$ cat src/rtl/core/mfhd_pkg.sv
package mfhd_pkg;

    // field widths
    localparam int unsigned BYTE_W = 8;
    localparam int unsigned TYPE_W = 4;
    localparam int unsigned LEN_W  = 28;
    localparam int unsigned CNT_W  = 2;

    // value bits and continuation flag of one length byte
    localparam logic [BYTE_W-2:0] LEN_GROUP_MASK = 7'h7f;
    localparam int unsigned       CONT_BIT       = 7;

    // last length byte index (fourth byte)
    localparam logic [CNT_W-1:0] LAST_LEN_IDX = 2'd3;

    // byte kind codes as seen on the output
    typedef enum logic [1:0] {
        KIND_TYPE = 2'd0,
        KIND_LEN  = 2'd1,
        KIND_BODY = 2'd2
    } t_kind;

    // framing phase, one-hot
    typedef enum logic [2:0] {
        PH_TYPE = 3'b001,
        PH_LEN  = 3'b010,
        PH_BODY = 3'b100
    } t_phase;

    // one result beat
    typedef struct packed {
        logic [BYTE_W-1:0] byte_out;
        t_kind             byte_kind;
        logic [TYPE_W-1:0] packet_type;
        logic [LEN_W-1:0]  remaining_length;
        logic              is_last;
        logic              length_error;
    } t_result;

endpackage

$ cat src/rtl/core/mqtt_fixed_header_deframer_top.sv
// channel  | direction | handshake                  | payload
// ---------+-----------+----------------------------+----------------------------------------
// in       | input     | i_in_valid / o_in_stall    | i_data_byte
// out      | output    | o_out_valid / i_out_stall  | o_byte_out, o_byte_kind, o_packet_type,
//          |           |                            | o_remaining_length, o_is_last,
//          |           |                            | o_length_error
//
// one beat per cycle unless stalled; bytes pass the input register, then the result register
// the byte decode (length group merge, body countdown) sits between the input
// register and the result register, and the framing state advances as a beat moves
// synchronous active-low reset empties both registers and returns to the type byte
// a stall on the out channel reaches o_in_stall in the same cycle once both
// registers hold a beat
module mqtt_fixed_header_deframer_top (
    input  logic                        i_clk,
    input  logic                        i_rst_n,
    input  logic                        i_in_valid,
    input  logic [mfhd_pkg::BYTE_W-1:0] i_data_byte,
    output logic                        o_in_stall,
    output logic                        o_out_valid,
    input  logic                        i_out_stall,
    output logic [mfhd_pkg::BYTE_W-1:0] o_byte_out,
    output logic [1:0]                  o_byte_kind,
    output logic [mfhd_pkg::TYPE_W-1:0] o_packet_type,
    output logic [mfhd_pkg::LEN_W-1:0]  o_remaining_length,
    output logic                        o_is_last,
    output logic                        o_length_error
);

    logic                        stage_valid;
    logic [mfhd_pkg::BYTE_W-1:0] stage_data;
    logic                        advance;
    logic                        fire;
    mfhd_pkg::t_result           step_result;
    mfhd_pkg::t_result           out_result;

    // input register
    mfhd_in_stage u_in (
        .i_clk       (i_clk),
        .i_rst_n     (i_rst_n),
        .i_in_valid  (i_in_valid),
        .i_data_byte (i_data_byte),
        .o_in_stall  (o_in_stall),
        .i_advance   (advance),
        .o_valid     (stage_valid),
        .o_data      (stage_data)
    );

    // a beat moves into the result register
    assign fire = stage_valid && advance;

    mfhd_step u_step (
        .i_clk    (i_clk),
        .i_rst_n  (i_rst_n),
        .i_fire   (fire),
        .i_data   (stage_data),
        .o_result (step_result)
    );

    // result register
    mfhd_out_stage u_out (
        .i_clk       (i_clk),
        .i_rst_n     (i_rst_n),
        .i_valid     (stage_valid),
        .i_result    (step_result),
        .o_advance   (advance),
        .o_out_valid (o_out_valid),
        .i_out_stall (i_out_stall),
        .o_result    (out_result)
    );

    assign o_byte_out         = out_result.byte_out;
    assign o_byte_kind        = out_result.byte_kind;
    assign o_packet_type      = out_result.packet_type;
    assign o_remaining_length = out_result.remaining_length;
    assign o_is_last          = out_result.is_last;
    assign o_length_error     = out_result.length_error;

`ifndef SYNTH
    // only a length byte can carry the overlong flag
    a_err_kind: assert property (@(posedge i_clk) disable iff (!i_rst_n)
        o_out_valid && o_length_error |-> o_byte_kind == mfhd_pkg::KIND_LEN)
        else $error("length error on a non-length byte");

    // a type byte never completes a packet
    a_last_kind: assert property (@(posedge i_clk) disable iff (!i_rst_n)
        o_out_valid && o_is_last |-> o_byte_kind != mfhd_pkg::KIND_TYPE)
        else $error("packet ended on its type byte");

    // type byte starts a fresh length
    a_type_len: assert property (@(posedge i_clk) disable iff (!i_rst_n)
        o_out_valid && o_byte_kind == mfhd_pkg::KIND_TYPE |-> o_remaining_length == '0)
        else $error("length not cleared on type byte");
`endif

endmodule

$ cat src/rtl/core/mfhd_in_stage.sv
module mfhd_in_stage (
    input  logic                       i_clk,
    input  logic                       i_rst_n,
    input  logic                       i_in_valid,
    input  logic [mfhd_pkg::BYTE_W-1:0] i_data_byte,
    output logic                       o_in_stall,
    input  logic                       i_advance,
    output logic                       o_valid,
    output logic [mfhd_pkg::BYTE_W-1:0] o_data
);

    logic                        r_valid;
    logic [mfhd_pkg::BYTE_W-1:0] r_data;

    // hold the beat while the step cannot move it on
    assign o_in_stall = r_valid && !i_advance;

    // input register
    always_ff @(posedge i_clk) begin
        if (!i_rst_n) begin
            r_valid <= 1'b0;
        end else if (!o_in_stall) begin
            r_valid <= i_in_valid;
        end
    end

    always_ff @(posedge i_clk) begin
        if (!o_in_stall && i_in_valid) begin
            r_data <= i_data_byte;
        end
    end

    assign o_valid = r_valid;
    assign o_data  = r_data;

endmodule

$ cat src/rtl/core/mfhd_step.sv
module mfhd_step (
    input  logic                        i_clk,
    input  logic                        i_rst_n,
    input  logic                        i_fire,
    input  logic [mfhd_pkg::BYTE_W-1:0] i_data,
    output mfhd_pkg::t_result           o_result
);

    mfhd_pkg::t_phase                   r_phase, n_phase;
    logic [mfhd_pkg::TYPE_W-1:0]        r_type, n_type;
    logic [mfhd_pkg::LEN_W-1:0]         r_accum, n_accum;
    logic [mfhd_pkg::CNT_W-1:0]         r_len_cnt, n_len_cnt;
    logic [mfhd_pkg::LEN_W-1:0]         r_body_left, n_body_left;

    logic [mfhd_pkg::LEN_W-1:0]         group_shifted;
    logic [mfhd_pkg::LEN_W-1:0]         accum_or;
    logic [mfhd_pkg::LEN_W-1:0]         body_dec;
    logic [mfhd_pkg::BYTE_W-2:0]        group;
    logic                               cont;

    assign group    = i_data[mfhd_pkg::BYTE_W-2:0] & mfhd_pkg::LEN_GROUP_MASK;
    assign cont     = i_data[mfhd_pkg::CONT_BIT];
    assign body_dec = r_body_left - mfhd_pkg::LEN_W'(1);

    // place the 7-bit group by length byte index
    always_comb begin
        unique case (r_len_cnt)
            2'd0:    group_shifted = {21'd0, group};
            2'd1:    group_shifted = {14'd0, group, 7'd0};
            2'd2:    group_shifted = {7'd0, group, 14'd0};
            default: group_shifted = {group, 21'd0};
        endcase
    end

    assign accum_or = r_accum | group_shifted;

    // next state and result for one beat
    always_comb begin
        n_phase     = r_phase;
        n_type      = r_type;
        n_accum     = r_accum;
        n_len_cnt   = r_len_cnt;
        n_body_left = r_body_left;

        o_result.byte_out     = i_data;
        o_result.byte_kind    = mfhd_pkg::KIND_TYPE;
        o_result.is_last      = 1'b0;
        o_result.length_error = 1'b0;

        unique case (r_phase)
            mfhd_pkg::PH_LEN: begin
                o_result.byte_kind = mfhd_pkg::KIND_LEN;
                n_accum            = accum_or;
                if (!cont || r_len_cnt == mfhd_pkg::LAST_LEN_IDX) begin
                    o_result.length_error = cont;
                    n_len_cnt             = '0;
                    if (accum_or == '0) begin
                        o_result.is_last = 1'b1;
                        n_phase          = mfhd_pkg::PH_TYPE;
                    end else begin
                        n_body_left = accum_or;
                        n_phase     = mfhd_pkg::PH_BODY;
                    end
                end else begin
                    n_len_cnt = r_len_cnt + mfhd_pkg::CNT_W'(1);
                end
            end
            mfhd_pkg::PH_BODY: begin
                o_result.byte_kind = mfhd_pkg::KIND_BODY;
                n_body_left        = body_dec;
                if (body_dec == '0) begin
                    o_result.is_last = 1'b1;
                    n_phase          = mfhd_pkg::PH_TYPE;
                end
            end
            default: begin
                // type/flags byte opens a packet
                n_type      = i_data[mfhd_pkg::BYTE_W-1 -: mfhd_pkg::TYPE_W];
                n_accum     = '0;
                n_len_cnt   = '0;
                n_body_left = '0;
                n_phase     = mfhd_pkg::PH_LEN;
            end
        endcase

        o_result.packet_type      = n_type;
        o_result.remaining_length = n_accum;
    end

    // framing state
    always_ff @(posedge i_clk) begin
        if (!i_rst_n) begin
            r_phase     <= mfhd_pkg::PH_TYPE;
            r_type      <= '0;
            r_accum     <= '0;
            r_len_cnt   <= '0;
            r_body_left <= '0;
        end else if (i_fire) begin
            r_phase     <= n_phase;
            r_type      <= n_type;
            r_accum     <= n_accum;
            r_len_cnt   <= n_len_cnt;
            r_body_left <= n_body_left;
        end
    end

`ifndef SYNTH
    // body phase always has bytes left to count
    a_body_nonzero: assert property (@(posedge i_clk) disable iff (!i_rst_n)
        r_phase == mfhd_pkg::PH_BODY |-> r_body_left != '0)
        else $error("body phase with zero bytes left");

    // length byte counter only runs inside the length bytes
    a_cnt_idle: assert property (@(posedge i_clk) disable iff (!i_rst_n)
        r_phase != mfhd_pkg::PH_LEN |-> r_len_cnt == '0)
        else $error("length byte count not cleared");

    // last body byte returns to the type byte
    a_body_end: assert property (@(posedge i_clk) disable iff (!i_rst_n)
        i_fire && r_phase == mfhd_pkg::PH_BODY && r_body_left == mfhd_pkg::LEN_W'(1)
        |=> r_phase == mfhd_pkg::PH_TYPE)
        else $error("packet did not end after last body byte");
`endif

endmodule

$ cat src/rtl/core/mfhd_out_stage.sv
module mfhd_out_stage (
    input  logic              i_clk,
    input  logic              i_rst_n,
    input  logic              i_valid,
    input  mfhd_pkg::t_result i_result,
    output logic              o_advance,
    output logic              o_out_valid,
    input  logic              i_out_stall,
    output mfhd_pkg::t_result o_result
);

    logic              r_valid;
    mfhd_pkg::t_result r_result;

    // register is free when empty or being drained
    assign o_advance = !r_valid || !i_out_stall;

    // result register
    always_ff @(posedge i_clk) begin
        if (!i_rst_n) begin
            r_valid <= 1'b0;
        end else if (o_advance) begin
            r_valid <= i_valid;
        end
    end

    always_ff @(posedge i_clk) begin
        if (o_advance && i_valid) begin
            r_result <= i_result;
        end
    end

    assign o_out_valid = r_valid;
    assign o_result    = r_result;

endmodule
$ cat config.mk
export PLATFORM = sky130hd
export DESIGN_NAME = mqtt_fixed_header_deframer_top
export DESIGN_NICKNAME = d
export VERILOG_FILES = /design/src/rtl/core/mfhd_pkg.sv /design/src/rtl/core/mqtt_fixed_header_deframer_top.sv /design/src/rtl/core/mfhd_in_stage.sv /design/src/rtl/core/mfhd_step.sv /design/src/rtl/core/mfhd_out_stage.sv
export SDC_FILE = /design/constraint.sdc
export NUM_CORES = 1
export LEC_CHECK = 0
export BUFFER_PORTS_ARGS = -buffer_cell sky130_fd_sc_hd__buf_2
export CORE_MARGIN = 2
export CORE_UTILIZATION = 45
export DETAILED_ROUTE_END_ITERATION = 8
export PLACE_DENSITY = 0.61
export SLEW_MARGIN = 30
export SYNTH_ARGS = -nofsm -noshare
export SYNTH_HDL_FRONTEND = slang
export SYNTH_SLANG_ARGS = --single-unit
$ cat constraint.sdc
create_clock -name i_clk -period 3.7 [get_ports i_clk]
set_input_delay 0.555 -clock i_clk [delete_from_list [all_inputs] [get_ports i_clk]]
set_output_delay 0.555 -clock i_clk [all_outputs]
set_load 0.01 [all_outputs]
==> results of run 1 <==
-- cell usage after synthesis (7+ instances only) --
library cell	number	area, µm²
nor2_1	79	296.5
dfxtp_1	67	1341
o21ai_0	57	285.3
edfxtp_1	52	1562
a21oi_1	41	205.2
nor2b_1	40	250.2
clkbuf_1	38	142.6
a22oi_1	29	217.7
a21o_1	28	210.2
a21boi_0	21	157.7
nor3_1	20	100.1
nor4_1	20	125.1
nand2_1	16	60.06
nand3_1	8	40.04
and3_1	7	43.79
-- kinds of logic after synthesis --
family / after synthesis / synth area share, %
AOI/OAI and AO/OA: 211 / 22.77
xor gates and xnor gates: 4 / 0.5909
adders and majority gates: 6 / 1.266
buffers and inverters: 53 / 3.693
DFF: 119 / 48.96
muxes: 9 / 1.625
and+or+nand+nor: 231 / 21.10
-- sequential cells by signal, indices dropped and copies added (netlist names) --
register	cells
u_in.o_data	8
u_in.o_valid	1
u_out.o_out_valid	1
u_out.o_result	44
u_step.r_accum	28
u_step.r_body_left	28
u_step.r_len_cnt	2
u_step.r_phase	3
u_step.r_type	4
-- power by group through the flow --
stage	Sequential [mW]	Combinational (mW)	Clock, mW
floorplan	1.46	0.140	0
global placement	1.46	0.214	0
detailed placement	1.46	0.216	0
CTS	1.43	0.217	1.53
global route	1.43	0.237	1.58
finish	1.43	0.217	1.50
-- worst paths after layout --
path	to	slack, ps
setup / recovery	u_step.r_body_left[18]	900
hold / removal	u_in.o_data[2]	310
setup reg to reg	u_step.r_body_left[18]	900
hold reg to reg	u_step.r_body_left[25]	490
-- metrics by stage --
step,power [mW],setup slack [ps]
final,3.153,903.4
after floorplan,1.598,772.0
after global routing,3.250,638.6
after CTS,3.176,923.1
after global placement,1.671,982.4
after detailed placement,1.674,945.8
-- routing by layer --
layer  track usage [%]  up-vias
li1                  -     2418
met2             33.87      171
met3             4.826       28
met4             11.31        0
met5                 0        -
met1             30.77     2439
-- critical path, stage by stage, from the launching register on --
cell	delay, ps
dfxtp_1	400
ha_1	570
mux2_2	400
o32ai_1	230
o2111a_1	230
nand4_1	150
nand2_1	90
buf_4	300
o21ai_0	150
a21boi_0	200
-- final cells by class --
cell class	instances	area, µm²	share of cell area [%]
Sequential cell	119	2903	42.31
Multi-Input combinational cell	461	2819	41.09
Clock buffer	18	429.2	6.256
Timing Repair Buffer	66	355.3	5.180
Tap cell	172	215.2	3.137
Clock inverter	14	112.6	1.641
Inverter	7	26.28	0.3830
==> run metrics, run 1 <==
Core ar.=~13000 µm²; drt drc=0; hold path cells=1; most frequent cells in the layout=79 x nor2_1, 67 x dfxtp_1, 57 x o21ai_0; Final ANT Viol Nets=0; register area share after synthesis=48.96%; Detail Placement HPWL=10250 µm; max cap viols=0; RSZ-0062 raised after global routing=no; FP Rows=41; Post-Syn Instances=about 630; clk_lat worst skew=420 ps; clk root buf=clkbuf_16; Die Width=118.8 µm; Resize count post-CTS=0; Crit. End Element=flop; Crit Path Max Fanout=30; worst hold path class=in2reg; largest net degree at the start of global routing=77; count of cell types in the netlist=65; first-pass GRT wire length=24830 µm; yosys warns=0; placed instance count=slightly above 800; ys flop type=dfxtp_1; Worst Path Required=between 4000 and 5000 ps; FFs w/ async S/R, synth=0%; Placement Cell Area=roughly 6300 µm²; outcome=finished clean; clock sink count=approximately 120; Startpoint Class=flop; Finished Layout Cells=~860; switching share of power=24.04%; Pwr Density=459.6 nW/µm²; mapped cell area=5929 µm²; Psw=0.7581 mW; worst hold start=i_data_byte[2]; worst reg2reg path startpoint=u_step.r_len_cnt[0]; clock period minus worst slack=around 2800 ps; max layer used=met4; Initial Util=46.61%; combinational power share=6.9%; max_slew headroom=38.32%; Clock Power Share=between 40% and 50%; routability cong.=0.9375; EDFF count, synth=52; drt wl/cell=18.38 µm; wire length on met2=roughly 7300 µm; total I/O pin count=58; Max rail drop VDD=0.3318 mV; Max Slew Vio Count=0; cts hold-fix bufs=0; post-synth net total=651; die area=roughly 14000 µm²; H-tree depth=4; DRT Wirelength=15750 µm; drt via density=5.900; layout cells sized above 1=around 17%; Leak=2.635 nW; metal3 WL=around 830 µm; Initial DRC Count=464; total grt overflow=0; Worst Hold Margin=309.1 ps; DRT Pass-1 Iters=7; DR vias=5056; Pint=2.395 mW; Worst Tran Pin Value=about 930 ps; Num CTS Buffers=17; R2R depth=9; Flop pwr share=a little under half; CTS tree=built; Area Growth Syn to Fin=15.70%; WL met1=7162 µm; clock transition at the registers of the reported paths=60 ps; diodes inserted=0; WS Path Type=reg2reg; Clock Skews=6.793 ps; most common cell after layout, fill and taps aside=nor2_1; final core occ=between 50% and 60%; syn avg cell area=approximately 9.4 µm²; fin crit share=75.58%; GR Util All Layers=a little under a quarter; Finish-stage setup viols=0; FMAX=0.3576 GHz; initial antenna violation count=0; Clock Path Buffers=2; Hold Vio Cnt, Final=0; Critical Path Source=u_step.r_len_cnt[0]; setup TNS=0 ps; vias in the first global route=4634; # port buffers=57; Seq cells post-synth=119; Vert. Die Dim=roughly 120 µm; fin area=roughly 6900 µm²; filler instances=1180; postcts setup bufs=0; final net count=between 600 and 700; Crit path arrival time=3130 ps
No activity file was read; power rests on OpenSTA's default activity.
==> run 2: changes to the inputs <==
--- a/config.mk
+++ b/config.mk
@@ -9,7 +9,7 @@
 export CORE_MARGIN = 2
 export CORE_UTILIZATION = 45
 export DETAILED_ROUTE_END_ITERATION = 8
-export PLACE_DENSITY = 0.61
+export PLACE_DENSITY = 0.64
 export SLEW_MARGIN = 30
 export SYNTH_ARGS = -nofsm -noshare
 export SYNTH_HDL_FRONTEND = slang
==> constraint.sdc (replaced) <==
create_clock -name i_clk -period 2.3 [get_ports i_clk]
set_input_delay 0.345 -clock i_clk [delete_from_list [all_inputs] [get_ports i_clk]]
set_output_delay 0.345 -clock i_clk [all_outputs]
set_load 0.01 [all_outputs]
==> run metrics, run 2 (synthesis results as in run 1) <==
outcome=finished, violations left; failing checks=negative setup slack; Initial DRC Count=598 (+29%); total grt overflow=0 (unchanged); DRT Wirelength=17530 µm (+11%); max_slew headroom=51.91% (+14 points); FMAX=0.4300 GHz (+20%); CTS tree=built; RSZ-0062 raised after global routing=yes; Max Slew Vio Count=0 (unchanged); most frequent cells in the layout=77 x nor2_1, 63 x dfxtp_1, 60 x buf_4; Detail Placement HPWL=11410 µm (+11%); Crit path arrival time=2640 ps (-490 ps); GR Util All Layers=24.48% (+1.9 points); Finish-stage setup viols=2 (+2); total I/O pin count=58 (unchanged); clock sink count=119 (unchanged); vias in the first global route=5145 (+11%); clk root buf=clkbuf_16; Crit. End Element=flop; Crit Path Max Fanout=8 (-73%); setup TNS=-29.89 ps (-29.89 ps); layout cells sized above 1=28.28% (+12 points); Core ar.=12720 µm² (unchanged); max reg flops=44 (unchanged); first-pass GRT wire length=26900 µm (+8.3%); Clock Power Share=51.4% (+3.7 points); max cap viols=0 (unchanged); Clock Skews=8.145 ps (+1.352 ps); initial antenna violation count=0 (unchanged); Pwr Density=744.2 nW/µm² (+62%); Die Width=118.8 µm (unchanged); switching share of power=23.02% (-1.0 points); FP Rows=41 (unchanged); drt wl/cell=19.10 µm (+3.9%); Hold Vio Cnt, Final=0 (unchanged); Worst Tran Pin Value=719.8 ps (-205.4 ps); diodes inserted=0 (unchanged); total power=5.713 mW (+81%); DR vias=5364 (+6.1%); DRT Pass-1 Iters=5 (-2); cts hold-fix bufs=0 (unchanged); WS Path Type=reg2reg; clock transition at the registers of the reported paths=60 ps (about the same); Initial Util=46.61% (unchanged); most common cell after layout, fill and taps aside=nor2_1; routability cong.=0.9119 (-2.7%); Final ANT Viol Nets=0 (unchanged); Area Growth Syn to Fin=29.48%; clk_lat worst skew=420 ps (about the same); Worst Path Required=2620 ps (-1410 ps); Psw=1.315 mW (+73%); # port buffers=57 (unchanged); drt via density=5.843 (-0.96%); Leak=3.067 nW (+16%); Max rail drop VDD=0.5804 mV (+75%); Clock Path Buffers=2 (unchanged); final net count=751 (+8.8%); H-tree depth=4 (unchanged); Flop pwr share=40.0% (-5.4 points); Num CTS Buffers=17 (unchanged); largest net degree at the start of global routing=58 (-25%); Pint=4.398 mW (+84%); fin crit share=101.1% (+26 points); Vert. Die Dim=118.8 µm (unchanged); clock period minus worst slack=2326 ps (-470.9 ps); worst hold path class=in2reg; Final WS setup=-25.77 ps (-929.1 ps); Startpoint Class=flop; filler instances=1088 (-7.8%); combinational power share=8.6% (+1.7 points); drt drc=0 (unchanged); die area=14110 µm² (unchanged)
[run 2: cell types whose count changed in the layout (fill, tap and decap cells not counted), sizes merged]
cell	previous run	this run
clkinv	8	6
inv	6	8
buf	66	124
and2	3	4
clkinvlp	6	3
bufinv	1	5
clkbuf	18	19
[run 2: per-layer routing]
layer	track usage [%]	part of all wire [%]
met3	5.068	5.9
met1	32.61	45
met4	10.12	2.4
met5	0	0
met2	38.76	47
[run 2: worst max-delay path, cell delays in order (launching register included)]
cell and delay (ps):
dfxtp_1 300, or4_4 570, buf_6 170, nor4_4 290, xnor2_1 150, nand3_1 80, and4bb_1 320, o21ai_1 70
a32o_2 270
[run 2: final timing paths]
kind	slack (ps)	endpoint	depth (start not counted)	startpoint
min	100	u_in.o_data[5]	1	i_data_byte[5]
max	-30	u_step.r_phase[2]	8	u_step.r_body_left[4]
max reg2reg	-30	u_step.r_phase[2]	8	u_step.r_body_left[4]
min reg2reg	510	u_step.r_body_left[16]	2	u_step.r_body_left[16]
[run 2: power by group through the flow]
stage | registers [mW] | clock network [mW] | logic, mW
floorplan | 2.34 | 0 | 0.233
detailed placement | 2.33 | 0 | 0.438
CTS | 2.29 | 2.96 | 0.452
global route | 2.29 | 3.04 | 0.526
finish | 2.29 | 2.94 | 0.491
global placement | 2.33 | 0 | 0.431
[run 2: per-stage QoR]
step | cells | setup WS [ps] | utilization (%) | instance area (µm²) | hold WS (ps)
6_report | 918 | -25.77 | 60.35 | 7677 | 96.20
5_1_grt | 918 | -123.1 | 60.35 | 7677 | 91.42
4_1_cts | 912 | -16.48 | 58.79 | 7480 | 88.36
2_1_floorplan | 633 | 3.204 | - | 5966 | 424.4
3_5_place_dp | 877 | -87.74 | 53.26 | 6775 | 468.6
3_3_place_gp | 877 | -50.13 | 53.26 | 6775 | 469.1
[run 2: area by class of cell]
cell class	instances	area [µm²]	area share [%]
multi-input combinational	462	2993	38.98
sequential	119	2910	37.91
timing repair buffer	126	882.1	11.49
clock buffer	17	425.4	5.541
clock inverter	15	225.2	2.934
tap	172	215.2	2.803
inverter	7	26.28	0.3422
[run 2: timing repair]
action                     4_1_cts  5_1_grt
gates cloned                     0        4
resized for setup               11       57
pin swaps                        9       13
setup buffers                    3        3
setup endpoints to repair        8       30
